## config.mk

```make
export PLATFORM = sky130hd
export DESIGN_NAME = rgb_to_yuv420_converter_unit_flat
export DESIGN_NICKNAME = d
export VERILOG_FILES = /design/src/design/rgbyuv_pkg.sv /design/src/design/rgbyuv_req_if.sv /design/src/design/rgbyuv_rsp_if.sv /design/src/design/rgbyuv_matrix.sv /design/src/design/rgb_to_yuv420_converter_unit.sv /design/src/flat_wrapper.sv
export SDC_FILE = /design/constraint.sdc
export NUM_CORES = 1
export LEC_CHECK = 0
export BUFFER_PORTS_ARGS = -buffer_cell sky130_fd_sc_hd__clkbuf_2
export CORE_ASPECT_RATIO = 1.1
export CORE_MARGIN = 2
export CORE_UTILIZATION = 57
export DETAILED_ROUTE_END_ITERATION = 8
export PLACE_DENSITY = 0.88
export SLEW_MARGIN = 30
export SYNTH_ARGS = -nofsm -noshare
export SYNTH_HDL_FRONTEND = slang
export SYNTH_SLANG_ARGS = --single-unit
```

## constraint.sdc

```tcl
create_clock -name clock -period 8 [get_ports clock]
set_input_delay 0.8 -clock clock [delete_from_list [all_inputs] [get_ports clock]]
set_output_delay 0.8 -clock clock [all_outputs]
set_load 0.02 [all_outputs]
```

## src/design/rgbyuv_pkg.sv

```systemverilog
package rgbyuv_pkg;

   // Field widths of the pixel and result beats.
   localparam int unsigned COMPONENT_W = 8;
   localparam int unsigned POSITION_W  = 12;
   localparam int unsigned DIM_REG_W   = 13;

   // Width of the fixed-point sums: every sum stays below 2**24.
   localparam int unsigned SUM_W  = 24;
   localparam int unsigned FRAC_W = 16;

   // Coefficients rounded to unsigned Q0.16.
   localparam logic [FRAC_W-1:0] COEF_Y_R  = 16'd16843;
   localparam logic [FRAC_W-1:0] COEF_Y_G  = 16'd33030;
   localparam logic [FRAC_W-1:0] COEF_Y_B  = 16'd6423;
   localparam logic [FRAC_W-1:0] COEF_CB_R = 16'd9699;
   localparam logic [FRAC_W-1:0] COEF_CB_G = 16'd19071;
   localparam logic [FRAC_W-1:0] COEF_CB_B = 16'd28770;
   localparam logic [FRAC_W-1:0] COEF_CR_R = 16'd28770;
   localparam logic [FRAC_W-1:0] COEF_CR_G = 16'd24117;
   localparam logic [FRAC_W-1:0] COEF_CR_B = 16'd4653;

   // Chroma offset of 128, also the neutral chroma value.
   localparam logic [COMPONENT_W-1:0] CHROMA_NEUTRAL = 8'd128;
   localparam logic [SUM_W-1:0]       CHROMA_OFFSET  = 24'd8388608;

   // Configuration register indexes and reset values.
   localparam logic CSR_LINE_WIDTH   = 1'b0;
   localparam logic CSR_FRAME_HEIGHT = 1'b1;
   localparam logic [DIM_REG_W-1:0] LINE_WIDTH_RESET   = 13'd640;
   localparam logic [DIM_REG_W-1:0] FRAME_HEIGHT_RESET = 13'd480;

   typedef struct packed {
      logic [COMPONENT_W-1:0] red;
      logic [COMPONENT_W-1:0] green;
      logic [COMPONENT_W-1:0] blue;
   } pixel_type;

   typedef struct packed {
      logic [COMPONENT_W-1:0] luma;
      logic [COMPONENT_W-1:0] chroma_blue;
      logic [COMPONENT_W-1:0] chroma_red;
   } colour_type;

endpackage

```

## src/design/rgbyuv_req_if.sv

```systemverilog
interface rgbyuv_req_if;
   logic                                valid;
   logic                                ready;
   logic [rgbyuv_pkg::COMPONENT_W-1:0] red;
   logic [rgbyuv_pkg::COMPONENT_W-1:0] green;
   logic [rgbyuv_pkg::COMPONENT_W-1:0] blue;

   modport source (output valid, output red, output green, output blue, input ready);
   modport sink   (input valid, input red, input green, input blue, output ready);
endinterface

```

## src/design/rgbyuv_rsp_if.sv

```systemverilog
interface rgbyuv_rsp_if;
   logic                                valid;
   logic                                ready;
   logic [rgbyuv_pkg::COMPONENT_W-1:0] luma;
   logic [rgbyuv_pkg::COMPONENT_W-1:0] chroma_blue;
   logic [rgbyuv_pkg::COMPONENT_W-1:0] chroma_red;
   logic                                chroma_valid;
   logic [rgbyuv_pkg::POSITION_W-1:0]  column;
   logic [rgbyuv_pkg::POSITION_W-1:0]  row;
   logic                                frame_last;

   modport source (output valid, output luma, output chroma_blue, output chroma_red,
                   output chroma_valid, output column, output row, output frame_last,
                   input ready);
   modport sink   (input valid, input luma, input chroma_blue, input chroma_red,
                   input chroma_valid, input column, input row, input frame_last,
                   output ready);
endinterface

```

## src/design/rgbyuv_matrix.sv

```systemverilog
// BT.601 colour matrix in Q0.16; results are truncated, never negative.
module rgbyuv_matrix (
   input  rgbyuv_pkg::pixel_type  pixel,
   output rgbyuv_pkg::colour_type colour
);

   logic [rgbyuv_pkg::SUM_W-1:0] r_ext;
   logic [rgbyuv_pkg::SUM_W-1:0] g_ext;
   logic [rgbyuv_pkg::SUM_W-1:0] b_ext;
   logic [rgbyuv_pkg::SUM_W-1:0] y_sum;
   logic [rgbyuv_pkg::SUM_W-1:0] cb_sum;
   logic [rgbyuv_pkg::SUM_W-1:0] cr_sum;

   assign r_ext = rgbyuv_pkg::SUM_W'(pixel.red);
   assign g_ext = rgbyuv_pkg::SUM_W'(pixel.green);
   assign b_ext = rgbyuv_pkg::SUM_W'(pixel.blue);

   // The chroma sums add the offset and the positive term first, so no partial
   // sum wraps modulo 2**24, and the final value is always in range.
   always_comb begin
      y_sum  = r_ext * rgbyuv_pkg::SUM_W'(rgbyuv_pkg::COEF_Y_R)
             + g_ext * rgbyuv_pkg::SUM_W'(rgbyuv_pkg::COEF_Y_G)
             + b_ext * rgbyuv_pkg::SUM_W'(rgbyuv_pkg::COEF_Y_B);
      cb_sum = rgbyuv_pkg::CHROMA_OFFSET
             + b_ext * rgbyuv_pkg::SUM_W'(rgbyuv_pkg::COEF_CB_B)
             - r_ext * rgbyuv_pkg::SUM_W'(rgbyuv_pkg::COEF_CB_R)
             - g_ext * rgbyuv_pkg::SUM_W'(rgbyuv_pkg::COEF_CB_G);
      cr_sum = rgbyuv_pkg::CHROMA_OFFSET
             + r_ext * rgbyuv_pkg::SUM_W'(rgbyuv_pkg::COEF_CR_R)
             - g_ext * rgbyuv_pkg::SUM_W'(rgbyuv_pkg::COEF_CR_G)
             - b_ext * rgbyuv_pkg::SUM_W'(rgbyuv_pkg::COEF_CR_B);
   end

   assign colour.luma        = y_sum[rgbyuv_pkg::SUM_W-1:rgbyuv_pkg::FRAC_W];
   assign colour.chroma_blue = cb_sum[rgbyuv_pkg::SUM_W-1:rgbyuv_pkg::FRAC_W];
   assign colour.chroma_red  = cr_sum[rgbyuv_pkg::SUM_W-1:rgbyuv_pkg::FRAC_W];

endmodule

```

## src/design/rgb_to_yuv420_converter_unit.sv

```systemverilog
// The result beat of an accepted pixel beat is valid in the cycle after it is taken.
// Throughput: one pixel per cycle; a new beat is taken whenever the result
// register is empty or its beat is taken in the same cycle.
// Reset (synchronous, active high) clears the column and row counters and the
// result valid flag, and returns line width and frame height to 640 and 480.

// The block converts one RGB pixel per beat to BT.601 luma and, on pixels
// where both column and row are odd, point-sampled Cb and Cr offset by 128.
// On every other pixel the chroma fields carry the neutral value 128.
// All arithmetic for a pixel sits between the input port and a single result
// register, so the only loop in the design is the raster position counter.
module rgb_to_yuv420_converter_unit #(
   parameter int unsigned MAX_DIMENSION = 4096
) (
   input  logic                                clock,
   input  logic                                reset,
   rgbyuv_req_if.sink                          req_chan,
   rgbyuv_rsp_if.source                        rsp_chan,
   input  logic                                csr_write_enable,
   input  logic                                csr_index,
   input  logic [rgbyuv_pkg::DIM_REG_W-1:0]    csr_write_data
);

   // Counters hold positions up to MAX_DIMENSION - 1; dimensions need one bit
   // more so that MAX_DIMENSION itself fits. Comparisons against the 13-bit
   // registers are done at the wider of the two widths.
   localparam int unsigned CNT_W = $clog2(MAX_DIMENSION);
   localparam int unsigned DIM_W = CNT_W + 1;
   localparam int unsigned CMP_W = (DIM_W > rgbyuv_pkg::DIM_REG_W) ? DIM_W
                                                                  : rgbyuv_pkg::DIM_REG_W;
   localparam int unsigned EXT_W = (CNT_W > rgbyuv_pkg::POSITION_W) ? CNT_W
                                                                   : rgbyuv_pkg::POSITION_W;

   // Configuration registers.
   logic [rgbyuv_pkg::DIM_REG_W-1:0] line_width_ff;
   logic [rgbyuv_pkg::DIM_REG_W-1:0] frame_height_ff;

   // Raster position of the next pixel.
   logic [CNT_W-1:0] col_ff;
   logic [CNT_W-1:0] col_in;
   logic [CNT_W-1:0] row_ff;
   logic [CNT_W-1:0] row_in;

   // Result register.
   logic                                out_valid_ff;
   logic                                out_valid_in;
   rgbyuv_pkg::colour_type              out_colour_ff;
   rgbyuv_pkg::colour_type              out_colour_in;
   logic                                out_cvalid_ff;
   logic [rgbyuv_pkg::POSITION_W-1:0]  out_col_ff;
   logic [rgbyuv_pkg::POSITION_W-1:0]  out_row_ff;
   logic                                out_last_ff;

   logic                   accept;
   logic [DIM_W-1:0]       width_eff;
   logic [DIM_W-1:0]       height_eff;
   logic [DIM_W-1:0]       col_next;
   logic [DIM_W-1:0]       row_next;
   logic                   last_col;
   logic                   last_row;
   logic                   chroma_site;
   logic [EXT_W-1:0]       col_ext;
   logic [EXT_W-1:0]       row_ext;
   rgbyuv_pkg::pixel_type  pixel;
   rgbyuv_pkg::colour_type colour;

   // A zero dimension counts as one, an oversize one as MAX_DIMENSION.
   function automatic logic [DIM_W-1:0] clamp_dim(input logic [rgbyuv_pkg::DIM_REG_W-1:0] v);
      logic [CMP_W-1:0] wide;
      wide = CMP_W'(v);
      if (wide == '0) begin
         return DIM_W'(1);
      end else if (wide > CMP_W'(MAX_DIMENSION)) begin
         return DIM_W'(MAX_DIMENSION);
      end
      return DIM_W'(wide);
   endfunction

   // The result register takes a new beat when it is empty or being drained.
   assign req_chan.ready = !out_valid_ff || rsp_chan.ready;
   assign accept         = req_chan.valid && req_chan.ready;

   assign width_eff  = clamp_dim(line_width_ff);
   assign height_eff = clamp_dim(frame_height_ff);

   // After a shrink mid-frame a counter may already sit beyond the new last
   // position; the >= compare makes that pixel last in its line or frame.
   assign col_next    = DIM_W'(col_ff) + DIM_W'(1);
   assign row_next    = DIM_W'(row_ff) + DIM_W'(1);
   assign last_col    = col_next >= width_eff;
   assign last_row    = row_next >= height_eff;
   assign chroma_site = col_ff[0] && row_ff[0];

   assign pixel.red   = req_chan.red;
   assign pixel.green = req_chan.green;
   assign pixel.blue  = req_chan.blue;

   rgbyuv_matrix u_matrix (
      .pixel  (pixel),
      .colour (colour)
   );

   always_comb begin
      out_colour_in = colour;
      if (!chroma_site) begin
         out_colour_in.chroma_blue = rgbyuv_pkg::CHROMA_NEUTRAL;
         out_colour_in.chroma_red  = rgbyuv_pkg::CHROMA_NEUTRAL;
      end
   end

   always_comb begin
      col_in = col_ff;
      row_in = row_ff;
      if (accept) begin
         if (last_col) begin
            col_in = '0;
            row_in = last_row ? '0 : CNT_W'(row_next);
         end else begin
            col_in = CNT_W'(col_next);
         end
      end
   end

   always_comb begin
      out_valid_in = out_valid_ff;
      if (accept) begin
         out_valid_in = 1'b1;
      end else if (rsp_chan.ready) begin
         out_valid_in = 1'b0;
      end
   end

   // Positions are reported modulo 4096.
   assign col_ext = EXT_W'(col_ff);
   assign row_ext = EXT_W'(row_ff);

   always_ff @(posedge clock) begin
      if (reset) begin
         line_width_ff   <= rgbyuv_pkg::LINE_WIDTH_RESET;
         frame_height_ff <= rgbyuv_pkg::FRAME_HEIGHT_RESET;
      end else if (csr_write_enable) begin
         case (csr_index)
            rgbyuv_pkg::CSR_LINE_WIDTH:   line_width_ff   <= csr_write_data;
            rgbyuv_pkg::CSR_FRAME_HEIGHT: frame_height_ff <= csr_write_data;
            default: begin
            end
         endcase
      end
   end

   always_ff @(posedge clock) begin
      if (reset) begin
         col_ff       <= '0;
         row_ff       <= '0;
         out_valid_ff <= 1'b0;
      end else begin
         col_ff       <= col_in;
         row_ff       <= row_in;
         out_valid_ff <= out_valid_in;
      end
   end

   // Payload of the result beat needs no reset.
   always_ff @(posedge clock) begin
      if (accept) begin
         out_colour_ff <= out_colour_in;
         out_cvalid_ff <= chroma_site;
         out_col_ff    <= col_ext[rgbyuv_pkg::POSITION_W-1:0];
         out_row_ff    <= row_ext[rgbyuv_pkg::POSITION_W-1:0];
         out_last_ff   <= last_col && last_row;
      end
   end

   assign rsp_chan.valid        = out_valid_ff;
   assign rsp_chan.luma         = out_colour_ff.luma;
   assign rsp_chan.chroma_blue  = out_colour_ff.chroma_blue;
   assign rsp_chan.chroma_red   = out_colour_ff.chroma_red;
   assign rsp_chan.chroma_valid = out_cvalid_ff;
   assign rsp_chan.column       = out_col_ff;
   assign rsp_chan.row          = out_row_ff;
   assign rsp_chan.frame_last   = out_last_ff;

`ifndef SYNTHESIS
   // Chroma is only given at odd column and odd row.
   a_chroma_site: assert property (@(posedge clock) disable iff (reset)
      (rsp_chan.valid && rsp_chan.chroma_valid) |-> (rsp_chan.column[0] && rsp_chan.row[0]))
      else $error("chroma given away from an odd column and odd row");

   // Non-chroma pixels carry neutral chroma.
   a_neutral: assert property (@(posedge clock) disable iff (reset)
      (rsp_chan.valid && !rsp_chan.chroma_valid) |->
      (rsp_chan.chroma_blue == rgbyuv_pkg::CHROMA_NEUTRAL &&
       rsp_chan.chroma_red == rgbyuv_pkg::CHROMA_NEUTRAL))
      else $error("chroma not neutral on a luma-only pixel");

   // Luma without the +16 offset never exceeds 219.
   a_luma_range: assert property (@(posedge clock) disable iff (reset)
      rsp_chan.valid |-> (rsp_chan.luma <= 8'd219))
      else $error("luma out of range");

   // The raster position restarts at the origin after reset.
   a_reset_origin: assert property (@(posedge clock)
      $past(reset) |-> (col_ff == '0 && row_ff == '0 && !out_valid_ff))
      else $error("position or result valid not cleared by reset");
`endif

endmodule

```

## src/flat_wrapper.sv

```systemverilog
// flat-port wrapper written by rule: the top's interface ports become plain ports
module rgb_to_yuv420_converter_unit_flat 
#(
   parameter int unsigned MAX_DIMENSION = 4096
)
  (clock, reset, csr_write_enable, csr_index, csr_write_data, req_chan_valid, req_chan_red, req_chan_green, req_chan_blue, req_chan_ready, rsp_chan_valid, rsp_chan_luma, rsp_chan_chroma_blue, rsp_chan_chroma_red, rsp_chan_chroma_valid, rsp_chan_column, rsp_chan_row, rsp_chan_frame_last, rsp_chan_ready);
  rgbyuv_req_if req_chan_i ();
  rgbyuv_rsp_if rsp_chan_i ();
  input  logic clock;
  input  logic reset;
  input  logic csr_write_enable;
  input  logic csr_index;
  input  logic [rgbyuv_pkg::DIM_REG_W-1:0] csr_write_data;
  input wire logic [$bits(req_chan_i.valid)-1:0] req_chan_valid;
  input wire logic [$bits(req_chan_i.red)-1:0] req_chan_red;
  input wire logic [$bits(req_chan_i.green)-1:0] req_chan_green;
  input wire logic [$bits(req_chan_i.blue)-1:0] req_chan_blue;
  output wire logic [$bits(req_chan_i.ready)-1:0] req_chan_ready;
  output wire logic [$bits(rsp_chan_i.valid)-1:0] rsp_chan_valid;
  output wire logic [$bits(rsp_chan_i.luma)-1:0] rsp_chan_luma;
  output wire logic [$bits(rsp_chan_i.chroma_blue)-1:0] rsp_chan_chroma_blue;
  output wire logic [$bits(rsp_chan_i.chroma_red)-1:0] rsp_chan_chroma_red;
  output wire logic [$bits(rsp_chan_i.chroma_valid)-1:0] rsp_chan_chroma_valid;
  output wire logic [$bits(rsp_chan_i.column)-1:0] rsp_chan_column;
  output wire logic [$bits(rsp_chan_i.row)-1:0] rsp_chan_row;
  output wire logic [$bits(rsp_chan_i.frame_last)-1:0] rsp_chan_frame_last;
  input wire logic [$bits(rsp_chan_i.ready)-1:0] rsp_chan_ready;
  assign req_chan_i.valid = req_chan_valid;
  assign req_chan_i.red = req_chan_red;
  assign req_chan_i.green = req_chan_green;
  assign req_chan_i.blue = req_chan_blue;
  assign req_chan_ready = req_chan_i.ready;
  assign rsp_chan_valid = rsp_chan_i.valid;
  assign rsp_chan_luma = rsp_chan_i.luma;
  assign rsp_chan_chroma_blue = rsp_chan_i.chroma_blue;
  assign rsp_chan_chroma_red = rsp_chan_i.chroma_red;
  assign rsp_chan_chroma_valid = rsp_chan_i.chroma_valid;
  assign rsp_chan_column = rsp_chan_i.column;
  assign rsp_chan_row = rsp_chan_i.row;
  assign rsp_chan_frame_last = rsp_chan_i.frame_last;
  assign rsp_chan_i.ready = rsp_chan_ready;
  rgb_to_yuv420_converter_unit #(.MAX_DIMENSION(MAX_DIMENSION)) u_core (.clock(clock), .reset(reset), .req_chan(req_chan_i), .rsp_chan(rsp_chan_i), .csr_write_enable(csr_write_enable), .csr_index(csr_index), .csr_write_data(csr_write_data));
endmodule
```

==> results.cfg <==
[outcome]
status = finished clean

[sta]
drv_slew = 0
slew_headroom = 0.406
fin_crit_sh = 0.978
period_needed_ps = 7830
fin_skew_ps = 15.5
setup_viol = 0
tightestPinTransition_ps = 889
finalHoldViolCount = 0
max_freq_mhz = 128

[synthesis]
yosysTopAreaCell = fa_1
synth_edf_count = 50
synth.top_cell.area_share = 0.288
syn_inst = 2240
syn_area_mm2 = 0.0212
synth.avg_cell_area_um2 = 9.47
yosys-top-cells-area = fa_1, ha_1, inv_1
ys_seq_area_frac = 0.119
synth.ff_latch_count = 101
async_flop_share = 0
yosysWarnings = 0
synth.net_count = 3043
synth_flop_cell = dfxtp_1
synth.distinct_cells = 67

[global_route]
grt_use_total = 0.308
grt_max_degree = 62
grt_overflow = 0
antenna_found_initial = 0
grt_pass1_wl_um = 91200
grt_pass1_vias = 17271

[place]
placed_cells = 2901
gp_congestion = 1.03
dp_hpwl_um = 50400
placed_area_mm2 = 0.0230
io_buffers = 94

[critical_path]
crit_top_cell = fa_1
path_class = in -> reg
slowest_stage = fa_1
cp.required_ps = 8110
worst-path-max-fanout = 4
slowest_delay_ps = 560
worstPathArrival_ps = 7940
end_kind = flip-flop
crit_path_start_kind = input port

[clock_tree]
numClockSinks = 101
numCtsBuffers = 9
cts_tree = built
clk_pin_slew_ps = 80
htree_num_levels = 3
clkLatencyLatePin_ps = 360
clock_tree.root_cell = clkbuf_16
postCtsHoldBufs = 0
cts.path.max_buffers = 2

[routing]
wl_per_cell_um = 19.7
drt_iter0_drc = 1017
via_count = 16309
ant_nets = 0
route.detailed.drc = 0
routed_via_density = 5.58
wl_um = 57700
drt_first_pass_iters = 5

[layout]
layout-drive-gt1-share = 0.115
area.growth.synth_to_final_pct = 11.3
final-seq-area_mm2 = 0.00252
multi_input_area_mm2 = 0.0168
n_fill_cell = 2952
fin_area_mm2 = 0.0236
finalNetCount = 3228
diodes = 0
fin_cells = 2924

[floorplanning]
die_w_um = 188
num_rows = 74
die-area_mm2 = 0.0388
fp.dieH_um = 206
pin_count = 95
coreArea_mm2 = 0.0369
start_util = 0.574

[worst_hold_path]
hold_class = reg -> reg

[run]
drv_cap = 0
==> flip-flops by register name, summed over array words and instances, names as in the netlist <==
signal / cells
u_core.rsp_chan.chroma_red: 8
u_core.line_width_ff: 13
u_core.rsp_chan.valid: 1
u_core.row_ext: 12
u_core.rsp_chan.chroma_valid: 1
u_core.rsp_chan.luma: 8
u_core.col_ext: 12
u_core.rsp_chan.chroma_blue: 8
u_core.rsp_chan.row: 12
u_core.rsp_chan.column: 12
u_core.rsp_chan.frame_last: 1
u_core.frame_height_ff: 13
==> per-layer routing <==
metal,global-route usage,vias up,wire (µm)
met2,0.532,538,27700
met1,0.376,8052,23300
li1,-,7558,-
met4,0.146,0,3160
met3,0.0535,161,3520
met5,0,-,0
==> synth_stat cells (all sizes together), types with 15 or more instances <==
master and count:
dfxtp 51, nor2 77, ha 455, inv 564, nor3 28, o21a 17
a21oi 112, xnor2 62, clkbuf 18, o21ai 57, fa 305, xor2 51
nand2 147, and3 22, nand3 27, nand2b 15, a21o 43, edfxtp 50
==> layout by cell type (no fill, tap or decap), types with 10 or more instances in the layout <==
master	n
nand2_1	146
xnor2_1	59
a31oi_1	11
inv_2	11
clkbuf_2	91
xor2_1	51
dfxtp_1	51
inv_1	551
o21ai_0	50
nor3_1	28
and3_1	20
buf_4	100
nand3_1	26
o21a_1	17
ha_1	439
edfxtp_1	50
nand4_1	10
nor2b_1	10
a21oi_1	107
ha_4	14
nand2b_1	15
nor2_1	74
fa_1	302
a21o_1	43
==> worst paths after layout <==
kind                            depth (start not counted)                                  from                                   end  slack, ps
worst max-delay path                                   29                       req_chan_red[5]     u_core.rsp_chan.luma[7]$_DFFE_PP_        170
worst min-delay path                                    2  u_core.line_width_ff[0]$_SDFFE_PP0P_  u_core.line_width_ff[0]$_SDFFE_PP0P_        480
worst max register to register                         12        u_core.col_ext[0]$_SDFFE_PP0P_        u_core.row_ext[2]$_SDFFE_PP0P_       4340
worst min register to register                          2  u_core.line_width_ff[0]$_SDFFE_PP0P_  u_core.line_width_ff[0]$_SDFFE_PP0P_        480
==> metrics by stage <==
stage	util	hold WS (ps)	setup slack (ps)	TNS, ps
after floorplan	-	436	10.1	0
after global placement	0.624	448	-315	-590
after detailed placement	0.624	462	-385	-870
after CTS	0.632	473	0.661	0
after global routing	0.639	493	-42.7	-42.7
final	0.639	479	173	0
==> worst max-delay path, delay by kind of cell <==
| family | cells | cell delay [ps] |
|---|---|---|
| AO/OA/AOI/OAI | 4 | 810 |
| XOR/XNOR | 2 | 230 |
| adder cells (fa/ha/maj) | 10 | 4030 |
| buffers and inverters | 5 | 330 |
| AND/OR/NAND/NOR | 8 | 1730 |
==> cells by family (layout without fill, tap and decap cells) <==
| family | count (synthesis) | in the layout | synth area share |
|---|---|---|---|
| adder cells (fa/ha/maj) | 760 | 760 | 0.556 |
| AND/OR/NAND/NOR | 377 | 377 | 0.0838 |
| multiplexers | 2 | 2 | 0.000943 |
| flip-flops | 101 | 101 | 0.119 |
| buffers and inverters | 585 | 775 | 0.104 |
| AO/OA/AOI/OAI | 302 | 302 | 0.0900 |
| XOR/XNOR | 113 | 113 | 0.0466 |
==> timing repair <==
action,4_1_cts,5_1_grt
endpoints found under the setup margin,1,6
pin swaps,0,39
hold endpoints to repair,0,0
setup buffers,0,7
resized for setup,2,46
==> final cells by class <==
class	count	share of cell area
clock buffer	10	0.00970
clock inverter	6	0.00339
inverter	564	0.0899
multi-input combinational	1554	0.711
sequential	101	0.107
tap	494	0.0262
timing repair buffer	195	0.0527
Power is not shown: default switching activity piles up to over one toggle a cycle in this logic, so the estimate is an artifact.
